**src/hw/rtl/uqp_pkg.sv**
```systemverilog
// ----------------------------------------------------------------------------
// uqp_pkg: shared types and constants of the storage port init handshake
// Operation codes, register selects, phase codes, SA step words and the
// result beat layout.
// ----------------------------------------------------------------------------
package uqp_pkg;

	localparam int unsigned DATA_W  = 16;
	localparam int unsigned PHASE_W = 3;
	localparam int unsigned BASE_W  = 31;
	localparam int unsigned SLOTS_W = 8;
	localparam int unsigned LOG_W   = 3;
	localparam int unsigned VEC_W   = 7;
	localparam int unsigned IVEC_W  = 9;

	typedef enum logic [1:0] {
		OP_READ  = 2'd0,
		OP_WRITE = 2'd1,
		OP_INIT  = 2'd2,
		OP_RSVD  = 2'd3
	} uqp_op_t;

	localparam logic REG_IP = 1'b0;
	localparam logic REG_SA = 1'b1;

	localparam logic [PHASE_W-1:0] PH_UNINIT = 3'd0;
	localparam logic [PHASE_W-1:0] PH_STEP1  = 3'd1;
	localparam logic [PHASE_W-1:0] PH_STEP2  = 3'd2;
	localparam logic [PHASE_W-1:0] PH_STEP3  = 3'd3;
	localparam logic [PHASE_W-1:0] PH_STEP4  = 3'd4;
	localparam logic [PHASE_W-1:0] PH_DONE   = 3'd5;

	localparam logic [DATA_W-1:0] SA_STEP1 = 16'h0800;
	localparam logic [DATA_W-1:0] SA_STEP2 = 16'h1000;
	localparam logic [DATA_W-1:0] SA_STEP3 = 16'h2000;
	localparam logic [DATA_W-1:0] SA_STEP4 = 16'h4042;
	localparam logic [DATA_W-1:0] SA_DONE  = 16'h0000;

	typedef struct packed {
		logic [DATA_W-1:0]  read_data;
		logic               interrupt_request;
		logic               poll_request;
		logic               ring_clear_request;
		logic [PHASE_W-1:0] init_phase;
		logic [BASE_W-1:0]  ring_base_address;
		logic [SLOTS_W-1:0] response_ring_slots;
		logic [SLOTS_W-1:0] command_ring_slots;
		logic [IVEC_W-1:0]  interrupt_vector;
		logic               purge_interrupt_enable;
	} uqp_result_t;

endpackage

```
**src/hw/rtl/uqp_if.sv**
```systemverilog
// ----------------------------------------------------------------------------
// uqp_req_if / uqp_rsp_if: valid/ready channels of the port
// Request carries one bus access or init event, response one result beat.
// ----------------------------------------------------------------------------
interface uqp_req_if;
	logic                       valid;
	logic                       ready;
	logic [1:0]                 operation;
	logic                       reg_select;
	logic [uqp_pkg::DATA_W-1:0] write_data;

	modport source (output valid, operation, reg_select, write_data, input ready);
	modport sink   (input valid, operation, reg_select, write_data, output ready);
endinterface

interface uqp_rsp_if;
	logic                        valid;
	logic                        ready;
	logic [uqp_pkg::DATA_W-1:0]  read_data;
	logic                        interrupt_request;
	logic                        poll_request;
	logic                        ring_clear_request;
	logic [uqp_pkg::PHASE_W-1:0] init_phase;
	logic [uqp_pkg::BASE_W-1:0]  ring_base_address;
	logic [uqp_pkg::SLOTS_W-1:0] response_ring_slots;
	logic [uqp_pkg::SLOTS_W-1:0] command_ring_slots;
	logic [uqp_pkg::IVEC_W-1:0]  interrupt_vector;
	logic                        purge_interrupt_enable;

	modport source (output valid, read_data, interrupt_request, poll_request,
		ring_clear_request, init_phase, ring_base_address, response_ring_slots,
		command_ring_slots, interrupt_vector, purge_interrupt_enable, input ready);
	modport sink   (input valid, read_data, interrupt_request, poll_request,
		ring_clear_request, init_phase, ring_base_address, response_ring_slots,
		command_ring_slots, interrupt_vector, purge_interrupt_enable, output ready);
endinterface

```
**src/hw/rtl/uqp_core.sv**
```systemverilog
// ----------------------------------------------------------------------------
// uqp_core: IP/SA register decode and init step sequencer
// Holds the handshake state, updates it on each accepted beat and forms
// the result beat from the state after the access.
// ----------------------------------------------------------------------------
module uqp_core (
	input  logic                 clk,
	input  logic                 arst_n,
	uqp_req_if.sink              req,
	input  logic                 buf_ready,
	output logic                 res_valid,
	output uqp_pkg::uqp_result_t res
);
	import uqp_pkg::*;

	logic [PHASE_W-1:0] phase_q, phase_n;
	logic [DATA_W-1:0]  status_q, status_n;
	logic [7:0]         step1_lo_q, step1_lo_n;
	logic [VEC_W-1:0]   vec_q, vec_n;
	logic               irq_en_q, irq_en_n;
	logic [LOG_W-1:0]   resp_log_q, resp_log_n;
	logic [LOG_W-1:0]   cmd_log_q, cmd_log_n;
	logic [BASE_W-1:0]  base_q, base_n;
	logic               purge_q, purge_n;

	logic              fire;
	uqp_op_t           op;
	logic [DATA_W-1:0] wd;
	logic [DATA_W-1:0] rd;
	logic              irq, poll, clr;

	assign req.ready = buf_ready;
	assign fire      = req.valid && buf_ready;
	assign op        = uqp_op_t'(req.operation);
	assign wd        = req.write_data;

	always_comb begin
		phase_n    = phase_q;
		status_n   = status_q;
		step1_lo_n = step1_lo_q;
		vec_n      = vec_q;
		irq_en_n   = irq_en_q;
		resp_log_n = resp_log_q;
		cmd_log_n  = cmd_log_q;
		base_n     = base_q;
		purge_n    = purge_q;
		rd         = '0;
		irq        = 1'b0;
		poll       = 1'b0;
		clr        = 1'b0;
		unique case (op)
			OP_INIT: begin
				phase_n  = PH_STEP1;
				status_n = SA_STEP1;
			end
			OP_READ: begin
				if (req.reg_select == REG_SA) begin
					rd = status_q;
				end else if (phase_q == PH_DONE) begin
					poll = 1'b1;
				end
			end
			OP_WRITE: begin
				if (req.reg_select == REG_IP) begin
					phase_n  = PH_STEP1;
					status_n = SA_STEP1;
				end else begin
					unique case (phase_q)
						PH_UNINIT, PH_STEP1: begin
							step1_lo_n = wd[7:0];
							vec_n      = wd[6:0];
							irq_en_n   = wd[7];
							resp_log_n = wd[10:8];
							cmd_log_n  = wd[13:11];
							phase_n    = PH_STEP2;
							status_n   = SA_STEP2 | {8'd0, wd[15:8]};
							irq        = wd[7] && (wd[6:0] != '0);
						end
						PH_STEP2: begin
							base_n   = {15'd0, wd[15:1], 1'b0};
							purge_n  = wd[0];
							phase_n  = PH_STEP3;
							status_n = SA_STEP3 | {8'd0, step1_lo_q};
							irq      = irq_en_q && (vec_q != '0);
						end
						PH_STEP3: begin
							base_n   = {base_q[30:16] | wd[14:0], base_q[15:0]};
							phase_n  = PH_STEP4;
							status_n = SA_STEP4;
							clr      = 1'b1;
							irq      = irq_en_q && (vec_q != '0);
						end
						PH_STEP4: begin
							// GO bit
							if (wd[0]) begin
								phase_n  = PH_DONE;
								status_n = SA_DONE;
							end
						end
						default: begin
						end
					endcase
				end
			end
			OP_RSVD: begin
			end
		endcase
	end

	always_ff @(posedge clk or negedge arst_n) begin
		if (!arst_n) begin
			phase_q    <= PH_STEP1;
			status_q   <= SA_STEP1;
			step1_lo_q <= '0;
			vec_q      <= '0;
			irq_en_q   <= 1'b0;
			resp_log_q <= '0;
			cmd_log_q  <= '0;
			base_q     <= '0;
			purge_q    <= 1'b0;
		end else if (fire) begin
			phase_q    <= phase_n;
			status_q   <= status_n;
			step1_lo_q <= step1_lo_n;
			vec_q      <= vec_n;
			irq_en_q   <= irq_en_n;
			resp_log_q <= resp_log_n;
			cmd_log_q  <= cmd_log_n;
			base_q     <= base_n;
			purge_q    <= purge_n;
		end
	end

	assign res_valid = fire;

	always_comb begin
		res.read_data              = rd;
		res.interrupt_request      = irq;
		res.poll_request           = poll;
		res.ring_clear_request     = clr;
		res.init_phase             = phase_n;
		res.ring_base_address      = base_n;
		res.response_ring_slots    = SLOTS_W'(1) << resp_log_n;
		res.command_ring_slots     = SLOTS_W'(1) << cmd_log_n;
		res.interrupt_vector       = {vec_n, 2'b00};
		res.purge_interrupt_enable = purge_n;
	end

	a_phase_range: assert property (@(posedge clk) disable iff (!arst_n)
		phase_q != PH_UNINIT && phase_q <= PH_DONE)
		else $error("phase left the step range");

	a_done_sa_zero: assert property (@(posedge clk) disable iff (!arst_n)
		(phase_q == PH_DONE) == (status_q == SA_DONE))
		else $error("SA word out of step with phase");

	a_clear_step4: assert property (@(posedge clk) disable iff (!arst_n)
		fire && clr |=> phase_q == PH_STEP4 && status_q == SA_STEP4)
		else $error("ring clear without entering step 4");

	a_irq_vec: assert property (@(posedge clk) disable iff (!arst_n)
		fire && irq |=> vec_q != '0 && irq_en_q)
		else $error("interrupt with zero vector or disabled");

endmodule

```
**src/hw/rtl/uqp_outbuf.sv**
```systemverilog
// ----------------------------------------------------------------------------
// uqp_outbuf: result register with skid stage
// Keeps the request side moving while a result beat waits on the sink.
// ----------------------------------------------------------------------------
module uqp_outbuf (
	input  logic                 clk,
	input  logic                 arst_n,
	input  logic                 in_valid,
	input  uqp_pkg::uqp_result_t in_data,
	output logic                 in_ready,
	uqp_rsp_if.source            rsp
);
	import uqp_pkg::*;

	uqp_result_t out_q, skid_q;
	logic        valid_q, skid_valid_q;
	logic        out_free;

	assign in_ready = !skid_valid_q;
	assign out_free = !valid_q || rsp.ready;

	always_ff @(posedge clk or negedge arst_n) begin
		if (!arst_n) begin
			valid_q      <= 1'b0;
			skid_valid_q <= 1'b0;
		end else begin
			if (out_free) begin
				valid_q      <= skid_valid_q || in_valid;
				skid_valid_q <= 1'b0;
			end else if (in_valid && !skid_valid_q) begin
				// output stalled: park the new beat
				skid_valid_q <= 1'b1;
			end
		end
	end

	always_ff @(posedge clk) begin
		if (out_free) begin
			out_q <= skid_valid_q ? skid_q : in_data;
		end
		if (!out_free && in_valid && !skid_valid_q) begin
			skid_q <= in_data;
		end
	end

	assign rsp.valid                  = valid_q;
	assign rsp.read_data              = out_q.read_data;
	assign rsp.interrupt_request      = out_q.interrupt_request;
	assign rsp.poll_request           = out_q.poll_request;
	assign rsp.ring_clear_request     = out_q.ring_clear_request;
	assign rsp.init_phase             = out_q.init_phase;
	assign rsp.ring_base_address      = out_q.ring_base_address;
	assign rsp.response_ring_slots    = out_q.response_ring_slots;
	assign rsp.command_ring_slots     = out_q.command_ring_slots;
	assign rsp.interrupt_vector       = out_q.interrupt_vector;
	assign rsp.purge_interrupt_enable = out_q.purge_interrupt_enable;

	a_skid_behind_out: assert property (@(posedge clk) disable iff (!arst_n)
		skid_valid_q |-> valid_q)
		else $error("skid holds a beat while output is empty");

	a_skid_drains: assert property (@(posedge clk) disable iff (!arst_n)
		skid_valid_q && rsp.ready |=> !skid_valid_q && valid_q)
		else $error("skid beat not moved to output");

endmodule

```
**src/hw/rtl/storage_port_init_handshake.sv**
```systemverilog
// ----------------------------------------------------------------------------
// storage_port_init_handshake: IP/SA host port with four-step init
// One bus access or bus init per request beat, one result beat each.
//
//   channel | dir | payload
//   --------+-----+------------------------------------------------------
//   req     | in  | operation, reg_select, write_data
//   rsp     | out | read_data, irq/poll/ring-clear flags, phase, ring setup
//
// One beat per cycle sustained while rsp keeps up; state updates at the accept
// edge, with the result held in the output register (or skid stage) for rsp.
// Reset: phase is step 1, SA reads 0x0800, captured setup is zero.
// A stalled rsp is absorbed by a one-beat skid stage; req.ready drops only
// when both the output register and the skid stage hold beats.
// ----------------------------------------------------------------------------
module storage_port_init_handshake (
	input  logic      clk,
	input  logic      arst_n,
	uqp_req_if.sink   req,
	uqp_rsp_if.source rsp
);
	import uqp_pkg::*;

	logic        buf_ready;
	logic        res_valid;
	uqp_result_t res;

	uqp_core u_core (
		.clk       (clk),
		.arst_n    (arst_n),
		.req       (req),
		.buf_ready (buf_ready),
		.res_valid (res_valid),
		.res       (res)
	);

	uqp_outbuf u_outbuf (
		.clk      (clk),
		.arst_n   (arst_n),
		.in_valid (res_valid),
		.in_data  (res),
		.in_ready (buf_ready),
		.rsp      (rsp)
	);

endmodule

```
**src/flat_wrapper.sv**
```systemverilog
// flat-port wrapper written by rule: the top's interface ports become plain ports
module storage_port_init_handshake_flat import uqp_pkg::*;
  (clk, arst_n, req_valid, req_operation, req_reg_select, req_write_data, req_ready, rsp_valid, rsp_read_data, rsp_interrupt_request, rsp_poll_request, rsp_ring_clear_request, rsp_init_phase, rsp_ring_base_address, rsp_response_ring_slots, rsp_command_ring_slots, rsp_interrupt_vector, rsp_purge_interrupt_enable, rsp_ready);
  uqp_req_if req_i ();
  uqp_rsp_if rsp_i ();
  input  logic clk;
  input  logic arst_n;
  input wire logic [$bits(req_i.valid)-1:0] req_valid;
  input wire logic [$bits(req_i.operation)-1:0] req_operation;
  input wire logic [$bits(req_i.reg_select)-1:0] req_reg_select;
  input wire logic [$bits(req_i.write_data)-1:0] req_write_data;
  output wire logic [$bits(req_i.ready)-1:0] req_ready;
  output wire logic [$bits(rsp_i.valid)-1:0] rsp_valid;
  output wire logic [$bits(rsp_i.read_data)-1:0] rsp_read_data;
  output wire logic [$bits(rsp_i.interrupt_request)-1:0] rsp_interrupt_request;
  output wire logic [$bits(rsp_i.poll_request)-1:0] rsp_poll_request;
  output wire logic [$bits(rsp_i.ring_clear_request)-1:0] rsp_ring_clear_request;
  output wire logic [$bits(rsp_i.init_phase)-1:0] rsp_init_phase;
  output wire logic [$bits(rsp_i.ring_base_address)-1:0] rsp_ring_base_address;
  output wire logic [$bits(rsp_i.response_ring_slots)-1:0] rsp_response_ring_slots;
  output wire logic [$bits(rsp_i.command_ring_slots)-1:0] rsp_command_ring_slots;
  output wire logic [$bits(rsp_i.interrupt_vector)-1:0] rsp_interrupt_vector;
  output wire logic [$bits(rsp_i.purge_interrupt_enable)-1:0] rsp_purge_interrupt_enable;
  input wire logic [$bits(rsp_i.ready)-1:0] rsp_ready;
  assign req_i.valid = req_valid;
  assign req_i.operation = req_operation;
  assign req_i.reg_select = req_reg_select;
  assign req_i.write_data = req_write_data;
  assign req_ready = req_i.ready;
  assign rsp_valid = rsp_i.valid;
  assign rsp_read_data = rsp_i.read_data;
  assign rsp_interrupt_request = rsp_i.interrupt_request;
  assign rsp_poll_request = rsp_i.poll_request;
  assign rsp_ring_clear_request = rsp_i.ring_clear_request;
  assign rsp_init_phase = rsp_i.init_phase;
  assign rsp_ring_base_address = rsp_i.ring_base_address;
  assign rsp_response_ring_slots = rsp_i.response_ring_slots;
  assign rsp_command_ring_slots = rsp_i.command_ring_slots;
  assign rsp_interrupt_vector = rsp_i.interrupt_vector;
  assign rsp_purge_interrupt_enable = rsp_i.purge_interrupt_enable;
  assign rsp_i.ready = rsp_ready;
  storage_port_init_handshake u_core (.clk(clk), .arst_n(arst_n), .req(req_i), .rsp(rsp_i));
endmodule
```
**config.mk**
```make
export PLATFORM = sky130hd
export DESIGN_NAME = storage_port_init_handshake_flat
export DESIGN_NICKNAME = d
export VERILOG_FILES = /design/src/hw/rtl/uqp_pkg.sv /design/src/hw/rtl/uqp_if.sv /design/src/hw/rtl/uqp_core.sv /design/src/hw/rtl/uqp_outbuf.sv /design/src/hw/rtl/storage_port_init_handshake.sv /design/src/flat_wrapper.sv
export SDC_FILE = /design/constraint.sdc
export NUM_CORES = 1
export LEC_CHECK = 0
export BUFFER_PORTS_ARGS = -buffer_cell sky130_fd_sc_hd__buf_2
export CORE_MARGIN = 4
export CORE_UTILIZATION = 55
export CTS_CLUSTER_DIAMETER = 60
export CTS_CLUSTER_SIZE = 8
export DETAILED_ROUTE_END_ITERATION = 16
export GPL_ROUTABILITY_DRIVEN = 1
export PLACE_DENSITY = 0.81
export SLEW_MARGIN = 20
export SYNTH_ARGS = -nofsm -noshare
export SYNTH_HDL_FRONTEND = slang
export SYNTH_SLANG_ARGS = --single-unit
```
**constraint.sdc**
```tcl
create_clock -name clk -period 7.7 [get_ports clk]
set_input_delay 1.54 -clock clk [delete_from_list [all_inputs] [get_ports clk]]
set_output_delay 1.54 -clock clk [all_outputs]
set_load 0.03 [all_outputs]
```
==> results of run 1 <==
-- cells by family (layout without fill, tap and decap cells) --
group | count (synthesis) | after routing
simple gates | 200 | 200
mux | 96 | 96
fa+ha+maj | 3 | 3
flops | 216 | 216
buf+inv | 64 | 173
compound gates | 104 | 104
other cells | 1 | 7
-- layout make-up --
type	instances	share of cell area, %
Inverter	13	0.459
Tap cell	216	2.54
Clock buffer	56	8.19
Timing Repair Buffer	104	5.06
Sequential cell	216	57.8
Antenna cell	1	0.0236
Multi-Input combinational cell	409	25.9
-- report_power, final --
part,internal [mW],switching (mW),total [mW]
logic,0.253,0.431,0.683
clock network,0.746,0.460,1.21
registers,1.50,0.122,1.63
total,2.50,1.01,3.51
-- through the flow --
| step | hold slack [ps] | cells | setup slack [ps] |
|---|---|---|---|
| after floorplan | 438 | 689 | 619 |
| after global placement | 453 | 958 | 3670 |
| after detailed placement | 457 | 958 | 3590 |
| after CTS | 487 | 1014 | 4090 |
| after global routing | 506 | 1014 | 3920 |
| final | 481 | 1015 | 4070 |
-- final timing paths --
| kind | startpoint | to | depth (start not counted) |
|---|---|---|---|
| worst max-delay path | req_operation[1] | u_core.u_core.base_q[11] | 8 |
| worst min-delay path | u_core.u_core.status_q[11] | u_core.u_core.status_q[11] | 2 |
| worst max register to register | u_core.u_core.phase_q[1] | u_core.u_core.base_q[11] | 5 |
| worst min register to register | u_core.u_core.status_q[11] | u_core.u_core.status_q[11] | 2 |
| max in group asynchronous | arst_n | u_core.u_core.base_q[6] | 2 |
| min in group asynchronous | arst_n | u_core.u_core.status_q[12] | 2 |
-- flip-flops by register name, summed over array words and instances (netlist names), 3 cells and up --
register,count
u_core.u_outbuf.skid_q,73
u_core.u_core.base_q,31
u_core.u_outbuf.rsp.ring_base_address,31
u_core.u_core.status_q,12
u_core.u_outbuf.rsp.read_data,12
u_core.u_core.step1_lo_q,8
u_core.u_outbuf.rsp.command_ring_slots,8
u_core.u_outbuf.rsp.response_ring_slots,8
u_core.u_core.vec_q,7
u_core.u_outbuf.rsp.interrupt_vector,7
u_core.u_core.cmd_log_q,3
u_core.u_core.phase_q,3
u_core.u_core.resp_log_q,3
u_core.u_outbuf.rsp.init_phase,3
-- cell usage in the layout (no fill, tap or decap), drive strengths merged, types with 9 or more instances in the layout --
cell type  instances
buf              104
nor2              48
clkbuf            56
mux2              90
inv               13
and3              13
o21ai             35
nand2            101
edfxtp           146
dfrtp             68
o31ai              9
a21oi             34
-- layer usage --
layer / vias up / global-route usage, %
li1: 2649 / -
met1: 2914 / 29.0
met2: 250 / 34.3
met3: 41 / 4.56
met4: 0 / 7.10
met5: - / 0
-- tightest hold or removal path: cells and delay by family (launching register included) --
family	cells	cell delay, ps
AO/OA/AOI/OAI	1	60
buffers and inverters	1	50
flip-flops	1	360
==> flow_summary.yaml, run 1 <==
status:
  status: "finished, final reports clean"
clock_tree:
  cts_tree: "done"
  holdBufCountCts: 0
  clk-insertion-delay-late_ps: 530
  path_clk_slew_ps: 50
  cts_inserted_buffers: 30
  cts_resized: 0
  cts_setup_buffers: 0
  cts.path.max_buffers: 3
  htree_levels: 1
  cts.sinks: 216
  cts-root-buf: "clkbuf_16"
logic_synthesis:
  ys_ff_latch: 216
  synth_fa_ha_area_share_pct: 0.410
  synth_most_common_cell: "edfxtp_1"
  synthMuxAreaShare_pct: 12.3
  seq_area_frac_synth_pct: 67.1
  synth_top_family_by_area: "multiplexers"
  synth.distinct_cells: 50
  synth-xor-area-share_pct: 0
  yosysTopAreaCellShare_pct: 47.9
  synth_top_cell_by_area: "edfxtp_1"
  synth_area_sq_um: 9150
  yosys-top-cells-count: "edfxtp_1 (146), nand2_1 (101), mux2_2 (76)"
  synth_compound_area_share_pct: 6.78
  synth_edf_count: 146
  async_reset_ff_share_pct: 32.4
  syn_area_per_cell_sq_um: 13.4
  synth_area_leaders: "edfxtp_1 (48%), dfrtp_1 (19%), mux2_2 (9.4%)"
  synth-warning-count: 0
  yosys.area_share.simple_pct: 9.93
  synthCells: 684
  synthFlopType: "edfxtp_1"
routing:
  first_pass_iters: 6
  wl_met2_um: 9550
  num_vias: 5854
  drt-met1-wl_um: 8260
  routed_wl_um: 19700
  vias_per_cell: 5.77
  met3WireLength_um: 1420
  drc: 0
  routedWlPerCell_um: 19.4
  highest-signal-layer: "met4"
  drtIter0Drc: 541
  antenna_left: 0
finish:
  num-fill-cells: 1094
  final_util_pct: 65.9
  ff_latch_area_sq_um: 6140
  area_growth_pct: 16.1
  multi_input_comb_area_sq_um: 2760
  postLayoutCellArea_sq_um: 10600
  drive_above_1_share_pct: 29.4
  fin_nets: 800
grt:
  antenna_found_initial: 0
  gr-total-overflow: 0
  grt_pass1_vias: 5720
  grt_first_pass_wirelength_um: 31300
  grt_max_degree: 76
  track_usage_pct: 21.3
place:
  gp_congestion: 0.838
  dpl.hpwl_um: 12100
  place_area_sq_um: 9750
  port_buffers: 97
job:
  max_cap_viol_count: 0
setup_path:
  crit_chain: "buf_2, inv_1, ha_1, and4b_1, nand2b_4, nor2_2, buf_4, mux2_2"
  cp_max_fo: 30
  reg2reg_slack_ps: 4800
  cp.arrival_ps: 4040
  worst_ep_required_time_ps: 8100
  max_stage_delay_ps: 720
  cp_top_family: "simple AND/OR/NAND/NOR gates"
  cp-end-kind: "register"
  crit_path_start_kind: "input port"
  critPathSlowestCell: "and4b_1"
  path_class: "in2reg"
  critPathBufInv: 3
power:
  total_power_mw: 3.51
  leakagePower_nw: 4.58
  ir_drop_mv: 0.184
  power_density_nw_per_um2: 331
sta:
  post-route-min-period_ps: 3630
  setup_tns_ps: 0
  finalSetupViolations: 0
  rsz0062_at_grt: "no"
  slew_viol_final: 0
  clock_skew_ps: 12.3
  slew_headroom_pct: 34.9
  worst_slew_pin_slew_ps: 977
  min_period_over_period_pct: 47.2
  hold_viol: 0
  timing.fmax_mhz: 275
die:
  core_area_sq_um: 16100
  die_w_um: 137
  start_util_pct: 56.8
  die_y_um: 137
  die-area_sq_um: 18800
  rows: 46
  num_io_pins: 104
hold_path:
  min_path_type: "reg2reg"
Note: power is estimated with default switching activity, not from simulation.
==> run 2: changes to the inputs <==
--- a/config.mk
+++ b/config.mk
@@ -7,7 +7,7 @@
 export LEC_CHECK = 0
 export BUFFER_PORTS_ARGS = -buffer_cell sky130_fd_sc_hd__buf_2
 export CORE_MARGIN = 4
-export CORE_UTILIZATION = 55
+export CORE_UTILIZATION = 53
 export CTS_CLUSTER_DIAMETER = 60
 export CTS_CLUSTER_SIZE = 8
 export DETAILED_ROUTE_END_ITERATION = 16
==> constraint.sdc (replaced) <==
create_clock -name clk -period 3.2 [get_ports clk]
set_input_delay 0.64 -clock clk [delete_from_list [all_inputs] [get_ports clk]]
set_output_delay 0.64 -clock clk [all_outputs]
set_load 0.03 [all_outputs]
==> run 2 against run 1 <==
Net effect: cell count is 1.2% higher; worst hold slack worse by 420 ps; utilization is 2.2 points lower; setup slack worse by 3500 ps; critical path depth is 6 lower; critical path type is now reg2out; largest cell class unchanged; largest power group unchanged; highest routed layer unchanged.
==> flow_summary.yaml, run 2 (same netlist as run 1, synthesis figures left out) <==
routing:
  first_pass_iters: 5
  antenna_left: 0
  drc: 0
  vias_per_cell: 5.70
  routed_wl_um: 19500
  routedWlPerCell_um: 19.0
  num_vias: 5853
  drtIter0Drc: 499
clock_tree:
  cts_tree: "done"
  htree_levels: 1
  cts_inserted_buffers: 30
  clk-insertion-delay-late_ps: 550
  cts.sinks: 216
  cts.path.max_buffers: 3
  cts_resized: 0
  path_clk_slew_ps: 50
  holdBufCountCts: 0
  cts_setup_buffers: 0
  cts-root-buf: "clkbuf_16"
finish:
  ff_latch_area_sq_um: 6140
  regMostFlops: "u_core.u_outbuf.skid_q"
  final_util_pct: 63.7
  mostFrequentLayoutCell: "edfxtp_1"
  area_growth_pct: 16.7
  largest_register_ffs: 73
  num-fill-cells: 1245
  fin_nets: 809
  drive_above_1_share_pct: 30.2
  mostFrequentLayoutCells: "edfxtp_1 (146), nand2_1 (101), buf_2 (97)"
  num_antenna_cells: 0
  multi_input_comb_area_sq_um: 2750
power:
  power_density_nw_per_um2: 790
  ir_drop_mv: 0.471
  leakagePower_nw: 4.61
job:
  max_cap_viol_count: 0
setup_path:
  cp.arrival_ps: 1990
  cp_max_fo: 20
  crit_path_start_kind: "register"
  cp_top_family: "buffers and inverters"
  max_stage_delay_ps: 600
  cp-end-kind: "primary output"
  worst_ep_required_time_ps: 2560
  critPathSlowestCell: "dfrtp_1"
  path_class: "reg2out"
  critPathBufInv: 2
  crit_chain: "inv_2, buf_2"
die:
  rows: 47
  die-area_sq_um: 19400
  num_io_pins: 104
  start_util_pct: 54.6
  die_w_um: 139
  die_y_um: 139
  core_area_sq_um: 16800
sta:
  clock_skew_ps: 20.4
  timing.fmax_mhz: 381
  setup_tns_ps: 0
  finalSetupViolations: 0
  worst_slew_pin_slew_ps: 760
  slew_headroom_pct: 49.3
  slew_viol_final: 0
  whs_ps: 61.9
  rsz0062_at_grt: "no"
  hold_viol: 0
  min_period_over_period_pct: 82.1
  worst_slack_ps: 574
  post-route-min-period_ps: 2630
grt:
  grt_first_pass_wirelength_um: 31400
  antenna_found_initial: 0
  grt_pass1_vias: 5801
  gr-total-overflow: 0
  grt_max_degree: 42
  track_usage_pct: 20.0
place:
  dpl.hpwl_um: 12300
  port_buffers: 97
  post-place-ws_ps: 542
  gp_congestion: 0.868
status:
  status: "finished, final reports clean"
hold_path:
  min_path_type: "in2async"
==> run 2: cell count changes in the layout (fill, tap and decap cells not counted) <==
cell and delta:
diode_2 -1, nor3_2 +1, clkbuf_16 -1, buf_4 +9, nor3_4 -1, clkinv_8 +1
==> run 2: metal layers <==
metal  GRT usage, %  vias up  share of wire [%]
met5              0        -                  0
met4           7.11        0                2.4
met3           3.43       40                6.9
met2           30.9      248                 46
met1           28.9     2905                 45
li1               -     2660                  -
==> run 2: where the power goes <==
group          switching (mW)  internal [mW]  leakage [nW]
Sequential              0.285           3.62          2.37
Combinational            1.03          0.616          1.84
Clock                    1.14           1.75         0.406
==> run 2: per-stage QoR <==
| stage | cells | power, mW | cell area (sq um) |
|---|---|---|---|
| after floorplan | 689 | 5.09 | 9180 |
| after global placement | 971 | 5.51 | 9820 |
| after detailed placement | 971 | 5.57 | 9820 |
| after CTS | 1027 | 8.47 | 10700 |
| after global routing | 1027 | 8.80 | 10700 |
| final | 1027 | 8.44 | 10700 |
==> run 2: path summary, 6_finish.rpt <==
check                                             start                          end  slack (ps)  cells after the start
max                        u_core.u_outbuf.skid_valid_q                    req_ready         570                      2
min                                              arst_n   u_core.u_core.status_q[14]          60                      1
max reg2reg                u_core.u_outbuf.skid_valid_q   u_core.u_core.status_q[12]         930                      4
min reg2reg                  u_core.u_core.status_q[11]   u_core.u_core.status_q[11]         470                      2
max in group asynchronous                        arst_n  u_core.u_core.resp_log_q[1]        2390                      2
min in group clk                              req_valid    u_core.u_outbuf.rsp.valid         370                      3
==> run 2: final cells by class <==
class / instances / share of cell area, %
clock inverters: 1 / 0.152
well taps: 220 / 2.58
multi-input cells: 409 / 25.8
clock buffers: 55 / 7.91
inverters: 13 / 0.457
flip-flops and latches: 216 / 57.5
repair buffers: 113 / 5.67
